==> config.mk <==
export PLATFORM = sky130hd
export DESIGN_NAME = postfix_stack_evaluator_unit
export DESIGN_NICKNAME = d
export VERILOG_FILES = /design/src/design/pse_pkg.sv /design/src/design/pse_front.sv /design/src/design/pse_back.sv /design/src/design/postfix_stack_evaluator_unit.sv
export SDC_FILE = /design/constraint.sdc
export NUM_CORES = 2
export LEC_CHECK = 0
export ABC_AREA = 1
export ABC_CLOCK_PERIOD_IN_PS = 14000
export BUFFER_PORTS_ARGS = -buffer_cell sky130_fd_sc_hd__buf_2
export CORE_ASPECT_RATIO = 1.5
export CORE_MARGIN = 3
export CORE_UTILIZATION = 43
export CTS_CLUSTER_SIZE = 10
export DETAILED_ROUTE_END_ITERATION = 6
export HOLD_SLACK_MARGIN = 0.08
export PLACE_DENSITY = 0.59
export SETUP_SLACK_MARGIN = 0.05
export SLEW_MARGIN = 20
export SYNTH_ARGS = -nofsm -noshare
export SYNTH_HDL_FRONTEND = slang
export SYNTH_HIERARCHICAL = 1
export SYNTH_SLANG_ARGS = --single-unit
==> constraint.sdc <==
create_clock -name clock -period 14 [get_ports clock]
set_input_delay 0 -clock clock [delete_from_list [all_inputs] [get_ports clock]]
set_output_delay 0 -clock clock [all_outputs]
set_load 0.005 [all_outputs]
==> src/design/pse_pkg.sv <==
// pse_pkg: shared types and constants of the postfix stack evaluator
// used by pse_front, pse_back and postfix_stack_evaluator_unit; no dependencies
package pse_pkg;

   // operand stack geometry
   localparam int STACK_DEPTH = 16;
   localparam int STACK_AW    = (STACK_DEPTH > 1) ? $clog2(STACK_DEPTH) : 1;
   localparam int STACK_CW    = $clog2(STACK_DEPTH + 1);

   // command queue between front and back
   localparam int QUEUE_DEPTH = 4;
   localparam int QUEUE_AW    = $clog2(QUEUE_DEPTH);
   localparam int QUEUE_CW    = $clog2(QUEUE_DEPTH + 1);

   // character codes
   localparam logic [7:0] CHAR_PLUS = 8'h2B;
   localparam logic [7:0] CHAR_STAR = 8'h2A;
   localparam logic [7:0] CHAR_ZERO = 8'h30;
   localparam logic [7:0] CHAR_NINE = 8'h39;

   localparam int VALUE_W = 32;

   typedef enum logic [1:0] {
      ST_OK        = 2'd0,
      ST_UNDERFLOW = 2'd1,
      ST_OVERFLOW  = 2'd2
   } status_type;

   typedef enum logic [1:0] {
      OP_DIGIT = 2'd0,
      OP_ADD   = 2'd1,
      OP_MUL   = 2'd2,
      OP_OTHER = 2'd3
   } op_type;

   typedef struct packed {
      logic [7:0] char_code;
      logic       last_char;
   } req_type;

   typedef struct packed {
      logic signed [VALUE_W-1:0] value;
      status_type                status;
   } rsp_type;

   // classified character as it travels through the queue
   typedef struct packed {
      op_type     op;
      logic [3:0] digit;
      logic       last;
   } cmd_type;

endpackage

==> src/design/pse_front.sv <==
// pse_front: accepts characters, classifies them and holds them in a short queue
// depends on pse_pkg
module pse_front (
   input  logic             clock,
   input  logic             reset,
   input  logic             req_valid,
   output logic             req_ready,
   input  pse_pkg::req_type req_word,
   output logic             cmd_valid,
   input  logic             cmd_ready,
   output pse_pkg::cmd_type cmd_word
);
   import pse_pkg::*;

   cmd_type               queue_ff [QUEUE_DEPTH];
   logic [QUEUE_AW-1:0]   wr_ptr_ff, wr_ptr_in;
   logic [QUEUE_AW-1:0]   rd_ptr_ff, rd_ptr_in;
   logic [QUEUE_CW-1:0]   fill_ff, fill_in;
   cmd_type               cmd_new;
   logic [7:0]            digit_wide;
   logic                  push, pop;

   // classify the incoming character
   always_comb begin
      digit_wide       = req_word.char_code - CHAR_ZERO;
      cmd_new.digit    = digit_wide[3:0];
      cmd_new.last     = req_word.last_char;
      unique case (req_word.char_code) inside
         [CHAR_ZERO:CHAR_NINE]: cmd_new.op = OP_DIGIT;
         CHAR_PLUS:             cmd_new.op = OP_ADD;
         CHAR_STAR:             cmd_new.op = OP_MUL;
         default:               cmd_new.op = OP_OTHER;
      endcase
   end

   assign req_ready = (fill_ff != QUEUE_CW'(QUEUE_DEPTH));
   assign cmd_valid = (fill_ff != '0);
   assign cmd_word  = queue_ff[rd_ptr_ff];
   assign push      = req_valid && req_ready;
   assign pop       = cmd_valid && cmd_ready;

   always_comb begin
      wr_ptr_in = wr_ptr_ff;
      rd_ptr_in = rd_ptr_ff;
      fill_in   = fill_ff;
      if (push) begin
         wr_ptr_in = (wr_ptr_ff == QUEUE_AW'(QUEUE_DEPTH - 1)) ? '0 : wr_ptr_ff + 1'b1;
      end
      if (pop) begin
         rd_ptr_in = (rd_ptr_ff == QUEUE_AW'(QUEUE_DEPTH - 1)) ? '0 : rd_ptr_ff + 1'b1;
      end
      if (push && !pop) begin
         fill_in = fill_ff + 1'b1;
      end else if (pop && !push) begin
         fill_in = fill_ff - 1'b1;
      end
   end

   always_ff @(posedge clock) begin
      if (reset) begin
         wr_ptr_ff <= '0;
         rd_ptr_ff <= '0;
         fill_ff   <= '0;
      end else begin
         wr_ptr_ff <= wr_ptr_in;
         rd_ptr_ff <= rd_ptr_in;
         fill_ff   <= fill_in;
      end
   end

   always_ff @(posedge clock) begin
      if (push) begin
         queue_ff[wr_ptr_ff] <= cmd_new;
      end
   end

endmodule

==> src/design/pse_back.sv <==
// pse_back: executes queued commands on the operand stack and holds the result word
// depends on pse_pkg
module pse_back (
   input  logic             clock,
   input  logic             reset,
   input  logic             cmd_valid,
   output logic             cmd_ready,
   input  pse_pkg::cmd_type cmd_word,
   output logic             rsp_valid,
   input  logic             rsp_ready,
   output pse_pkg::rsp_type rsp_word
);
   import pse_pkg::*;

   // top two entries in registers, deeper entries in the memory
   logic [VALUE_W-1:0]  mem [STACK_DEPTH];
   logic [VALUE_W-1:0]  tos_ff, tos_in;
   logic [VALUE_W-1:0]  nos_ff, nos_in;
   logic [VALUE_W-1:0]  rd_data_ff;
   logic [VALUE_W-1:0]  byp_data_ff;
   logic                byp_ff, byp_in;
   logic [STACK_CW-1:0] count_ff, count_in;
   logic                in_num_ff, in_num_in;
   status_type          err_ff, err_in;
   logic                out_valid_ff, out_valid_in;
   rsp_type             out_word_ff, out_word_in;

   logic                slot_free, go;
   logic                mem_we;
   logic [STACK_CW-1:0] wr_pos, rd_pos;
   logic [VALUE_W-1:0]  third, prod, times_ten, sum;
   status_type          fin_err;

   assign third     = byp_ff ? byp_data_ff : rd_data_ff;
   assign slot_free = !out_valid_ff || rsp_ready;
   assign cmd_ready = !cmd_word.last || slot_free;
   assign go        = cmd_valid && cmd_ready;
   assign prod      = nos_ff * tos_ff;
   assign sum       = nos_ff + tos_ff;
   assign times_ten = (tos_ff << 3) + (tos_ff << 1) + {{(VALUE_W-4){1'b0}}, cmd_word.digit};
   assign wr_pos    = count_ff - STACK_CW'(2);

   always_comb begin
      tos_in       = tos_ff;
      nos_in       = nos_ff;
      count_in     = count_ff;
      in_num_in    = in_num_ff;
      err_in       = err_ff;
      mem_we       = 1'b0;
      out_valid_in = out_valid_ff && !rsp_ready;
      out_word_in  = out_word_ff;
      fin_err      = ST_OK;

      if (go && err_ff == ST_OK) begin
         unique case (cmd_word.op) inside
            OP_DIGIT: begin
               if (!in_num_ff) begin
                  if (count_ff >= STACK_CW'(STACK_DEPTH)) begin
                     err_in = ST_OVERFLOW;
                  end else begin
                     tos_in    = {{(VALUE_W-4){1'b0}}, cmd_word.digit};
                     nos_in    = tos_ff;
                     mem_we    = (count_ff >= STACK_CW'(2));
                     count_in  = count_ff + 1'b1;
                     in_num_in = 1'b1;
                  end
               end else begin
                  tos_in = times_ten;
               end
            end
            OP_ADD, OP_MUL: begin
               in_num_in = 1'b0;
               if (count_ff < STACK_CW'(2)) begin
                  err_in = ST_UNDERFLOW;
               end else begin
                  tos_in   = (cmd_word.op == OP_ADD) ? sum : prod;
                  nos_in   = third;
                  count_in = count_ff - 1'b1;
               end
            end
            default: begin
               in_num_in = 1'b0;
            end
         endcase
      end

      // final pop and return to the empty state
      if (go && cmd_word.last) begin
         fin_err = err_in;
         if (fin_err == ST_OK && count_in == '0) begin
            fin_err = ST_UNDERFLOW;
         end
         out_valid_in       = 1'b1;
         out_word_in.status = fin_err;
         out_word_in.value  = (fin_err == ST_OK) ? $signed(tos_in) : '0;
         count_in           = '0;
         in_num_in          = 1'b0;
         err_in             = ST_OK;
      end
   end

   // the entry below the new second entry; on a push it is the word just spilled
   assign rd_pos = count_in - STACK_CW'(3);
   assign byp_in = mem_we;

   always_ff @(posedge clock) begin
      if (mem_we) begin
         mem[wr_pos[STACK_AW-1:0]] <= nos_ff;
      end
      rd_data_ff  <= mem[rd_pos[STACK_AW-1:0]];
      byp_data_ff <= nos_ff;
      tos_ff      <= tos_in;
      nos_ff      <= nos_in;
      out_word_ff <= out_word_in;
   end

   always_ff @(posedge clock) begin
      if (reset) begin
         count_ff     <= '0;
         in_num_ff    <= 1'b0;
         err_ff       <= ST_OK;
         byp_ff       <= 1'b0;
         out_valid_ff <= 1'b0;
      end else begin
         count_ff     <= count_in;
         in_num_ff    <= in_num_in;
         err_ff       <= err_in;
         byp_ff       <= byp_in;
         out_valid_ff <= out_valid_in;
      end
   end

   assign rsp_valid = out_valid_ff;
   assign rsp_word  = out_word_ff;

endmodule

==> src/design/postfix_stack_evaluator_unit.sv <==
// postfix stack evaluator: one character word per cycle, sustained unless the back stalls
// the last character leaves the queue, then the back registers the result word for rsp
// one char per cycle unless stalled; the back stack step (one add or multiply) sets it
// a waiting result word stalls the back only on the next last character
// reset is synchronous; it empties the queue and the stack, stack memory is not cleared
module postfix_stack_evaluator_unit (
   input  logic             clock,
   input  logic             reset,
   input  logic             req_valid,
   output logic             req_ready,
   input  pse_pkg::req_type req_word,
   output logic             rsp_valid,
   input  logic             rsp_ready,
   output pse_pkg::rsp_type rsp_word
);
   import pse_pkg::*;

   // classified character between front and back
   logic    cmd_valid;
   logic    cmd_ready;
   cmd_type cmd_word;

   // front: classify digit, plus, star or other and queue the command
   pse_front u_front (
      .clock     (clock),
      .reset     (reset),
      .req_valid (req_valid),
      .req_ready (req_ready),
      .req_word  (req_word),
      .cmd_valid (cmd_valid),
      .cmd_ready (cmd_ready),
      .cmd_word  (cmd_word)
   );

   // back: stack step per command, final pop into the output register
   pse_back u_back (
      .clock     (clock),
      .reset     (reset),
      .cmd_valid (cmd_valid),
      .cmd_ready (cmd_ready),
      .cmd_word  (cmd_word),
      .rsp_valid (rsp_valid),
      .rsp_ready (rsp_ready),
      .rsp_word  (rsp_word)
   );

endmodule
Yosys cells after proc, flatten, opt, wreduce, memory -nomap -nowiden
Memories as Yosys holds them, arrays and structs flattened. A register that Yosys moved wholly into a read port is not among the register bits.
Index checks and enable logic that the tools add are counted.
{ "totals": {"register_bits": 147, "ram_bits": 540, "input_bits": 13, "output_inout_bits": 36, "elab_cells": 113, "mem_count": 2} }
{ "memory_table": {"columns": ["memory", "words", "width", "read_ports", "rd_ports_with_merged_regs", "write_ports", "line_no", "rtl"], "rows": [
  ["u_back.mem", 16, 32, 1, 1, 1, "pse_back.sv:16", "logic [VALUE_W-1:0] mem [STACK_DEPTH];"],
  ["u_front.queue_ff", 4, 7, 1, 1, 1, "pse_front.sv:15", "cmd_type queue_ff [QUEUE_DEPTH];"]
]} }
{ "op_classes": {"addsub": 12, "n_mul": 1, "magnitude_cmp": 5, "n_eq_ne": 10, "muxes": 43, "n_reduce_logical": 27} }
{ "op_table": {"columns": ["operator", "count"], "rows": [
  ["2-to-1 mux 32 bit", 9],
  ["one-hot mux 32 bit (2 select lines)", 2],
  ["adder 32 bit", 2],
  ["adder 32 x 4 -> 32 bit", 1],
  ["multiplier 32 x 32 -> 32 bit", 1],
  ["2-to-1 mux 5 bit", 5],
  ["2-to-1 mux 2 bit", 10],
  ["== test 8 x 6 -> 1 bit, second input constant", 2],
  ["2-to-1 mux 1 bit", 12],
  ["one-hot mux 5 bit (2 select lines)", 1],
  ["logical AND 1 bit", 9],
  ["greater-or-equal comparator 8 x 6 -> 1 bit, second input constant", 1],
  ["less-or-equal comparator 8 x 6 -> 1 bit, second input constant", 1],
  ["zero test 2 bit", 4],
  ["subtractor 4 x 2 -> 4 bit, second input constant", 2],
  ["== test 2 bit, second input constant", 3],
  ["2-to-1 mux 3 bit", 2],
  ["!= test 2 bit, second input constant", 3],
  ["one-hot mux 2 bit (3 select lines)", 1],
  ["adder 5 x 1 -> 5 bit, second input constant", 1],
  ["greater-or-equal comparator 5 x 2 -> 1 bit, second input constant", 1],
  ["greater-or-equal comparator 5 bit, second input constant", 1],
  ["zero test 1 bit", 5],
  ["zero test 5 bit", 1],
  ["14 further kinds", 18]
]} }

Longest topological paths before layout
{ "logic_depth": {"ltp_word": 11, "ltp_mapped": 36, "mapped_depth_nobuf": 34} }

By module
Netlist, hierarchy kept.
{ "by_module_without_submodules": {"columns": ["mod", "instances", "cells_per_inst", "area_per_inst_um2", "seq_area_each_um2"], "rows": [
  ["pse_back", 1, 4941, 46943.8, 19478.7],
  ["pse_front", 1, 150, 1629.1, 1021.0]
]} }

Worst setup path before layout
No wires, ideal clock.
{ "synth_path": {"path_kind": "register to register", "start": "reg u_back.nos_ff[11]", "end": "reg u_back.out_word_ff (netlist bit u_back/rsp_word[30]), data pin", "setup_time_ps": 270, "t_arrival_ps": 6960, "t_required_ps": 13730, "slack_ps": 6770, "path_stages_with_launch": 35, "path_buffers": 2, "period_less_slack_ps": 7230, "path_cell_list": "edfxtp_1 -> clkbuf_1 -> buf_1 -> nand2_1 -> inv_1 -> fa_1 -> fa_1 -> fa_1 -> inv_1 -> fa_1 -> inv_1 -> fa_1 -> inv_1 -> fa_1 -> inv_1 -> fa_1 -> fa_1 -> ha_1 -> nand2_1 -> inv_1 -> nand2_1 -> nor3_1 -> nand4_1 -> nand3_1 -> nand2_1 -> nand2_1 -> inv_1 -> o21bai_1 -> a21oi_1 -> o21ai_0 -> nand2_1 -> nand2_1 -> nand2_1 -> nand2_1 -> a21oi_1"} }
{ "synth_between": {"elab_chain_cells": 5, "elab_cells_between_ends": 6, "cone_classes": "add/sub (1); mul (1); mux (4)"} }
{ "synth_lines": {"columns": ["element", "line_no", "rtl"], "rows": [
  ["start: declaration", "pse_back.sv:18", "logic [VALUE_W-1:0] nos_ff, nos_in;"],
  ["start signal: assignment", "pse_back.sv:113", "nos_ff <= nos_in;"],
  ["multiplier 32 x 32 -> 32 bit or adder 32 bit (tied branches)", "pse_back.sv:38, pse_back.sv:39", null],
  ["2-to-1 mux 32 bit *", "pse_back.sv:76", "tos_in = (cmd_word.op == OP_ADD) ? sum : prod;"],
  ["2-to-1 mux 32 bit *", "pse_back.sv:73", "if (count_ff < STACK_CW'(2)) begin"],
  ["one-hot mux 32 bit (2 select lines) *", "pse_back.sv:55", "unique case (cmd_word.op) inside"],
  ["2-to-1 mux 32 bit *", "pse_back.sv:54", "if (go && err_ff == ST_OK) begin"],
  ["end signal: assignment", "pse_back.sv:114", "out_word_ff <= out_word_in;"],
  ["end: declaration", "pse_back.sv:26", "rsp_type out_word_ff, out_word_in;"]
]} }
Every way passes the cells marked *; elsewhere a longest branch is shown, timed or not.
A chain may end at the register's enable or synchronous reset.

Worst setup path after layout
{ "layout_path": {"start": "reg u_back.nos_ff[10]", "end": "reg u_back.out_word_ff (netlist bit u_back/rsp_word[28]), data pin"} }
The elaborated chain is that of the path after synthesis.

==> parameters.txt <==
Parameter                              Value

Status
  Outcome ... finished, final reports clean

Clock network
  Clock tree from TritonCTS ... yes
  Inserted Clock Buffers ... 83
  Count of buffers added by post-CTS timing repair for setup ... 0
  Clock latency reported for the late side of the worst-skew pair ... 0.66 ns
  Post-cts resize count ... 0
  Clock root buffer ... sky130_fd_sc_hd__clkbuf_16
  Clock-pin slew of the registers on the worst-case setup and hold paths ... 0.06 ns
  Number of levels in the clock H-tree ... 3
  Number of sinks handled by clock tree synthesis ... 721
  Maximum buffer depth of the clock tree ... 3

Min path
  Worst hold path type ... in -> reg

Finish
  Final core utilization ... 47.4%
  Number of filler instances in the final layout ... 10462
  Area growth, synth to finish ... 9.21%
  Fraction of final layout cells with drive strength greater than 1 ... 5.62%
  Final Instance Count excl. Fillers ... 6590
  Layout net count ... 5739

Yosys
  Average instance area after synthesis ... 9.54 um^2
  Number of enable-type register cells in the synthesized netlist ... 606
  Largest area contributor in the synthesized netlist ... sky130_fd_sc_hd__edfxtp_1
  Async set-or-reset flop fraction in the synthesized netlist ... 0%
  Mapped Area ... 48600 um^2
  Synth Register Bits ... 721
  Main flop type after synthesis ... sky130_fd_sc_hd__edfxtp_1
  Fraction of post-synthesis cell area in the top cell type by area ... 37.5%
  Post-synthesis sequential area ratio ... 42.2%
  Syn nets ... 5746
  Number of distinct library cell variants in the gate-level netlist after synthesis ... 52
  Post-synthesis instance total ... 5091
  Main area contributors after synthesis ... sky130_fd_sc_hd__edfxtp_1, sky130_fd_sc_hd__fa_1, sky130_fd_sc_hd__nand2_1
  Synth warn ... 6

Global route
  Wire length of the first global-routing pass ... 235 mm
  Via count of the first global-routing pass ... 37826
  GRT overflow ... 0
  Number of antenna violations at the first check in global routing ... 2
  GRT Overall Usage ... 26.8%
  Maximum number of pins on one net before global-route repair ... 208

Timing
  Count of final max-slew check failures ... 0
  RSZ-0062 raised after global routing ... false
  Hold Worst Slack ... 0.132 ns
  Worst slew pin tran ... 1.14 ns
  Final setup violation count ... 0
  Share of the clock period used by the worst path ... 58.6%
  Time the worst path needs with I/O delays and setup ... 8.21 ns
  Final hold vios ... 0
  Fmax ... 122 MHz
  Slew Limit Headroom ... 23.7%
  Final worst clock skew ... 0.0314 ns
  Setup TNS ... 0 ns

Routing
  Remaining number of nets flagged by the antenna check after routing ... 0
  Detailed-routing iteration count for the pre-antenna-repair pass ... 6
  Number of design rule violations left after detail routing ... 0
  Initial detailed-routing violation count ... 2925
  WL per Instance ... 23.6 um
  Overall routed net length ... 156 mm
  Via total after detailed routing ... 36518
  Mean number of vias per cell ... 5.54

Floorplanning
  Area of the core ... 112000 um^2
  Boundary pin count ... 49
  Core Rows ... 150
  Effective utilization at floorplan ... 43.4%
  Die extent in x ... 280 um
  Vertical die dimension ... 418 um
  Full die area ... 117000 um^2

Setup path
  Launching element type of the critical path ... register
  Critical path class ... reg -> reg
  Type of element capturing the critical path ... register
  Worst Path Required ... 14.36 ns
  Critical-path maximum fanout ... 24
  Worst path arrival time ... 8.57 ns

Placement
  Post-placement cell count ... 6429
  Global placement routability congestion ... 0.983
  Number of input and output port buffers inserted ... 48
  Detailed placer's ending HPWL ... 103 mm

Flow run
  Max_cap viols ... 0
## routing by layer
metal  vias to the layer above  wire, um  track usage [%]
li1                      16514         -                -
met4                         2      9230             14.0
met1                     18155     60700             33.5
met2                      1402     75900             45.8
met5                         -        13                0
met3                       445      9690             3.13
## stage by stage
| step | setup WS [ns] | area (um^2) |
|---|---|---|
| 2_1_floorplan | 6.77 | 48600 |
| 3_3_place_gp | 5.90 | 50400 |
| 3_5_place_dp | 5.86 | 50400 |
| 4_1_cts | 5.81 | 53000 |
| 5_1_grt | 5.50 | 53000 |
| 6_report | 5.79 | 53000 |
## sequential cells by signal, indices dropped and copies added, names as in the netlist, named ones only
name,count
u_back/byp_ff,1
u_back/rsp_word,34
u_front/wr_ptr_ff,2
u_back/rd_data_ff,32
u_back/tos_ff,32
u_back/rsp_valid,1
u_back/mem,512
u_back/err_ff,2
u_front/fill_ff,3
u_front/rd_ptr_ff,2
u_back/in_num_ff,1
u_back/byp_data_ff,32
u_back/count_ff,5
u_back/nos_ff,32
u_front/queue_ff,28
## cells in the mapped netlist (8+ instances only)
| master | number |
|---|---|
| sky130_fd_sc_hd__fa_1 | 412 |
| sky130_fd_sc_hd__nor3_1 | 20 |
| sky130_fd_sc_hd__nand3b_1 | 10 |
| sky130_fd_sc_hd__nor2_1 | 321 |
| sky130_fd_sc_hd__o21ai_1 | 90 |
| sky130_fd_sc_hd__ha_1 | 230 |
| sky130_fd_sc_hd__nand4_1 | 12 |
| sky130_fd_sc_hd__a21oi_1 | 170 |
| sky130_fd_sc_hd__a21o_1 | 9 |
| sky130_fd_sc_hd__o21ai_0 | 354 |
| sky130_fd_sc_hd__inv_2 | 11 |
| sky130_fd_sc_hd__a31oi_1 | 9 |
| sky130_fd_sc_hd__clkbuf_1 | 152 |
| sky130_fd_sc_hd__inv_1 | 906 |
| sky130_fd_sc_hd__xnor2_1 | 23 |
| sky130_fd_sc_hd__dfxtp_1 | 115 |
| sky130_fd_sc_hd__o22ai_1 | 24 |
| sky130_fd_sc_hd__buf_2 | 49 |
| sky130_fd_sc_hd__buf_1 | 19 |
| sky130_fd_sc_hd__o21bai_1 | 140 |
| sky130_fd_sc_hd__edfxtp_1 | 606 |
| sky130_fd_sc_hd__nand2_1 | 983 |
| sky130_fd_sc_hd__o211ai_1 | 135 |
| sky130_fd_sc_hd__o21a_1 | 11 |
| sky130_fd_sc_hd__buf_4 | 20 |
| sky130_fd_sc_hd__nand3_1 | 165 |
| sky130_fd_sc_hd__xor2_1 | 26 |
| sky130_fd_sc_hd__o2111ai_1 | 8 |
## critical path: stages, from the launching register on
cell                       delay, ns
sky130_fd_sc_hd__edfxtp_1       0.63
sky130_fd_sc_hd__buf_4          0.53
sky130_fd_sc_hd__nand2_1        0.13
sky130_fd_sc_hd__inv_1          0.10
sky130_fd_sc_hd__fa_1           0.44
sky130_fd_sc_hd__fa_1           0.46
sky130_fd_sc_hd__fa_1           0.54
sky130_fd_sc_hd__inv_1          0.05
sky130_fd_sc_hd__fa_1           0.47
sky130_fd_sc_hd__inv_1          0.05
sky130_fd_sc_hd__fa_1           0.50
sky130_fd_sc_hd__inv_1          0.06
sky130_fd_sc_hd__fa_1           0.54
sky130_fd_sc_hd__inv_1          0.05
sky130_fd_sc_hd__fa_1           0.47
sky130_fd_sc_hd__fa_1           0.40
sky130_fd_sc_hd__ha_1           0.41
sky130_fd_sc_hd__a21oi_1        0.25
sky130_fd_sc_hd__o21ai_0        0.18
sky130_fd_sc_hd__a21oi_1        0.25
sky130_fd_sc_hd__nand3_1        0.20
sky130_fd_sc_hd__nand2_1        0.10
sky130_fd_sc_hd__nand2_1        0.10
sky130_fd_sc_hd__o21ai_0        0.36
sky130_fd_sc_hd__a21oi_1        0.19
sky130_fd_sc_hd__o21ai_0        0.30
sky130_fd_sc_hd__a21oi_1        0.14
## final timing paths
check                                       to  slack [ns]                   startpoint  depth (start not counted)
max reg2reg  u_back/rsp_word[28]$_SDFFCE_PP0P_        5.79  u_back/nos_ff[10]$_DFFE_PP_                         26
min reg2reg          u_back/tos_ff[27]$_DFF_P_        0.48    u_back/tos_ff[27]$_DFF_P_                          2
min           u_front/queue_ff[1][1]$_DFFE_PP_        0.13                  req_word[1]                          2
max          u_back/rsp_word[28]$_SDFFCE_PP0P_        5.79  u_back/nos_ff[10]$_DFFE_PP_                         26
## cell families (layout without fill, tap and decap cells)
| group | Yosys count | in the layout | synth area share, % |
|---|---|---|---|
| buf+inv | 1161 | 1215 | 9.31 |
| xor+xnor | 50 | 50 | 0.917 |
| fa+ha+maj | 642 | 642 | 22.9 |
| flops | 721 | 721 | 42.2 |
| compound gates | 979 | 979 | 11.9 |
| other cells | 0 | 1 | 0 |
| simple gates | 1538 | 1538 | 12.7 |
## cell type report
type	count	area [um^2]	share of cell area, %
timing repair buffer	152	1070	2.01
clock inverter	11	194	0.366
antenna	1	2.50	0.00472
multi-input combinational	3209	23700	44.7
inverter	917	3450	6.50
clock buffer	135	2290	4.32
sequential	721	20500	38.6
tap	1444	1810	3.41
## what timing repair did
action	4_1_cts	5_1_grt
endpoints found under the hold margin	75	0
endpoints found under the setup margin	0	0
hold buffers	14	0
## layout by cell type, fill, tap and decap left out, types with 4 or more instances in the layout
cell / netlist / layout
sky130_fd_sc_hd__a21boi_0: 4 / 4
sky130_fd_sc_hd__a21o_1: 9 / 9
sky130_fd_sc_hd__a21oi_1: 170 / 170
sky130_fd_sc_hd__a221oi_1: 4 / 4
sky130_fd_sc_hd__a22oi_1: 4 / 4
sky130_fd_sc_hd__a31oi_1: 9 / 9
sky130_fd_sc_hd__buf_2: 49 / 48
sky130_fd_sc_hd__buf_4: 20 / 89
sky130_fd_sc_hd__clkbuf_1: 152 / 50
sky130_fd_sc_hd__clkbuf_16: 0 / 83
sky130_fd_sc_hd__dfxtp_1: 115 / 114
sky130_fd_sc_hd__dlygate4sd3_1: 0 / 14
sky130_fd_sc_hd__edfxtp_1: 606 / 606
sky130_fd_sc_hd__fa_1: 412 / 412
sky130_fd_sc_hd__ha_1: 230 / 228
sky130_fd_sc_hd__inv_1: 906 / 904
sky130_fd_sc_hd__inv_2: 11 / 11
sky130_fd_sc_hd__nand2_1: 983 / 983
sky130_fd_sc_hd__nand3_1: 165 / 164
sky130_fd_sc_hd__nand3b_1: 10 / 10
sky130_fd_sc_hd__nand4_1: 12 / 12
sky130_fd_sc_hd__nor2_1: 321 / 305
sky130_fd_sc_hd__nor2_2: 4 / 4
sky130_fd_sc_hd__nor2_4: 1 / 17
sky130_fd_sc_hd__nor3_1: 20 / 20
sky130_fd_sc_hd__nor4_1: 7 / 7
sky130_fd_sc_hd__o2111ai_1: 8 / 8
sky130_fd_sc_hd__o211ai_1: 135 / 135
sky130_fd_sc_hd__o21a_1: 11 / 11
sky130_fd_sc_hd__o21ai_0: 354 / 354
sky130_fd_sc_hd__o21ai_1: 90 / 90
sky130_fd_sc_hd__o21bai_1: 140 / 140
sky130_fd_sc_hd__o22ai_1: 24 / 24
sky130_fd_sc_hd__o31ai_1: 4 / 4
sky130_fd_sc_hd__or2_2: 7 / 7
sky130_fd_sc_hd__xnor2_1: 23 / 23
sky130_fd_sc_hd__xor2_1: 26 / 25
Power is not shown: default switching activity piles up to over one toggle a cycle in this logic, so the estimate is an artifact.
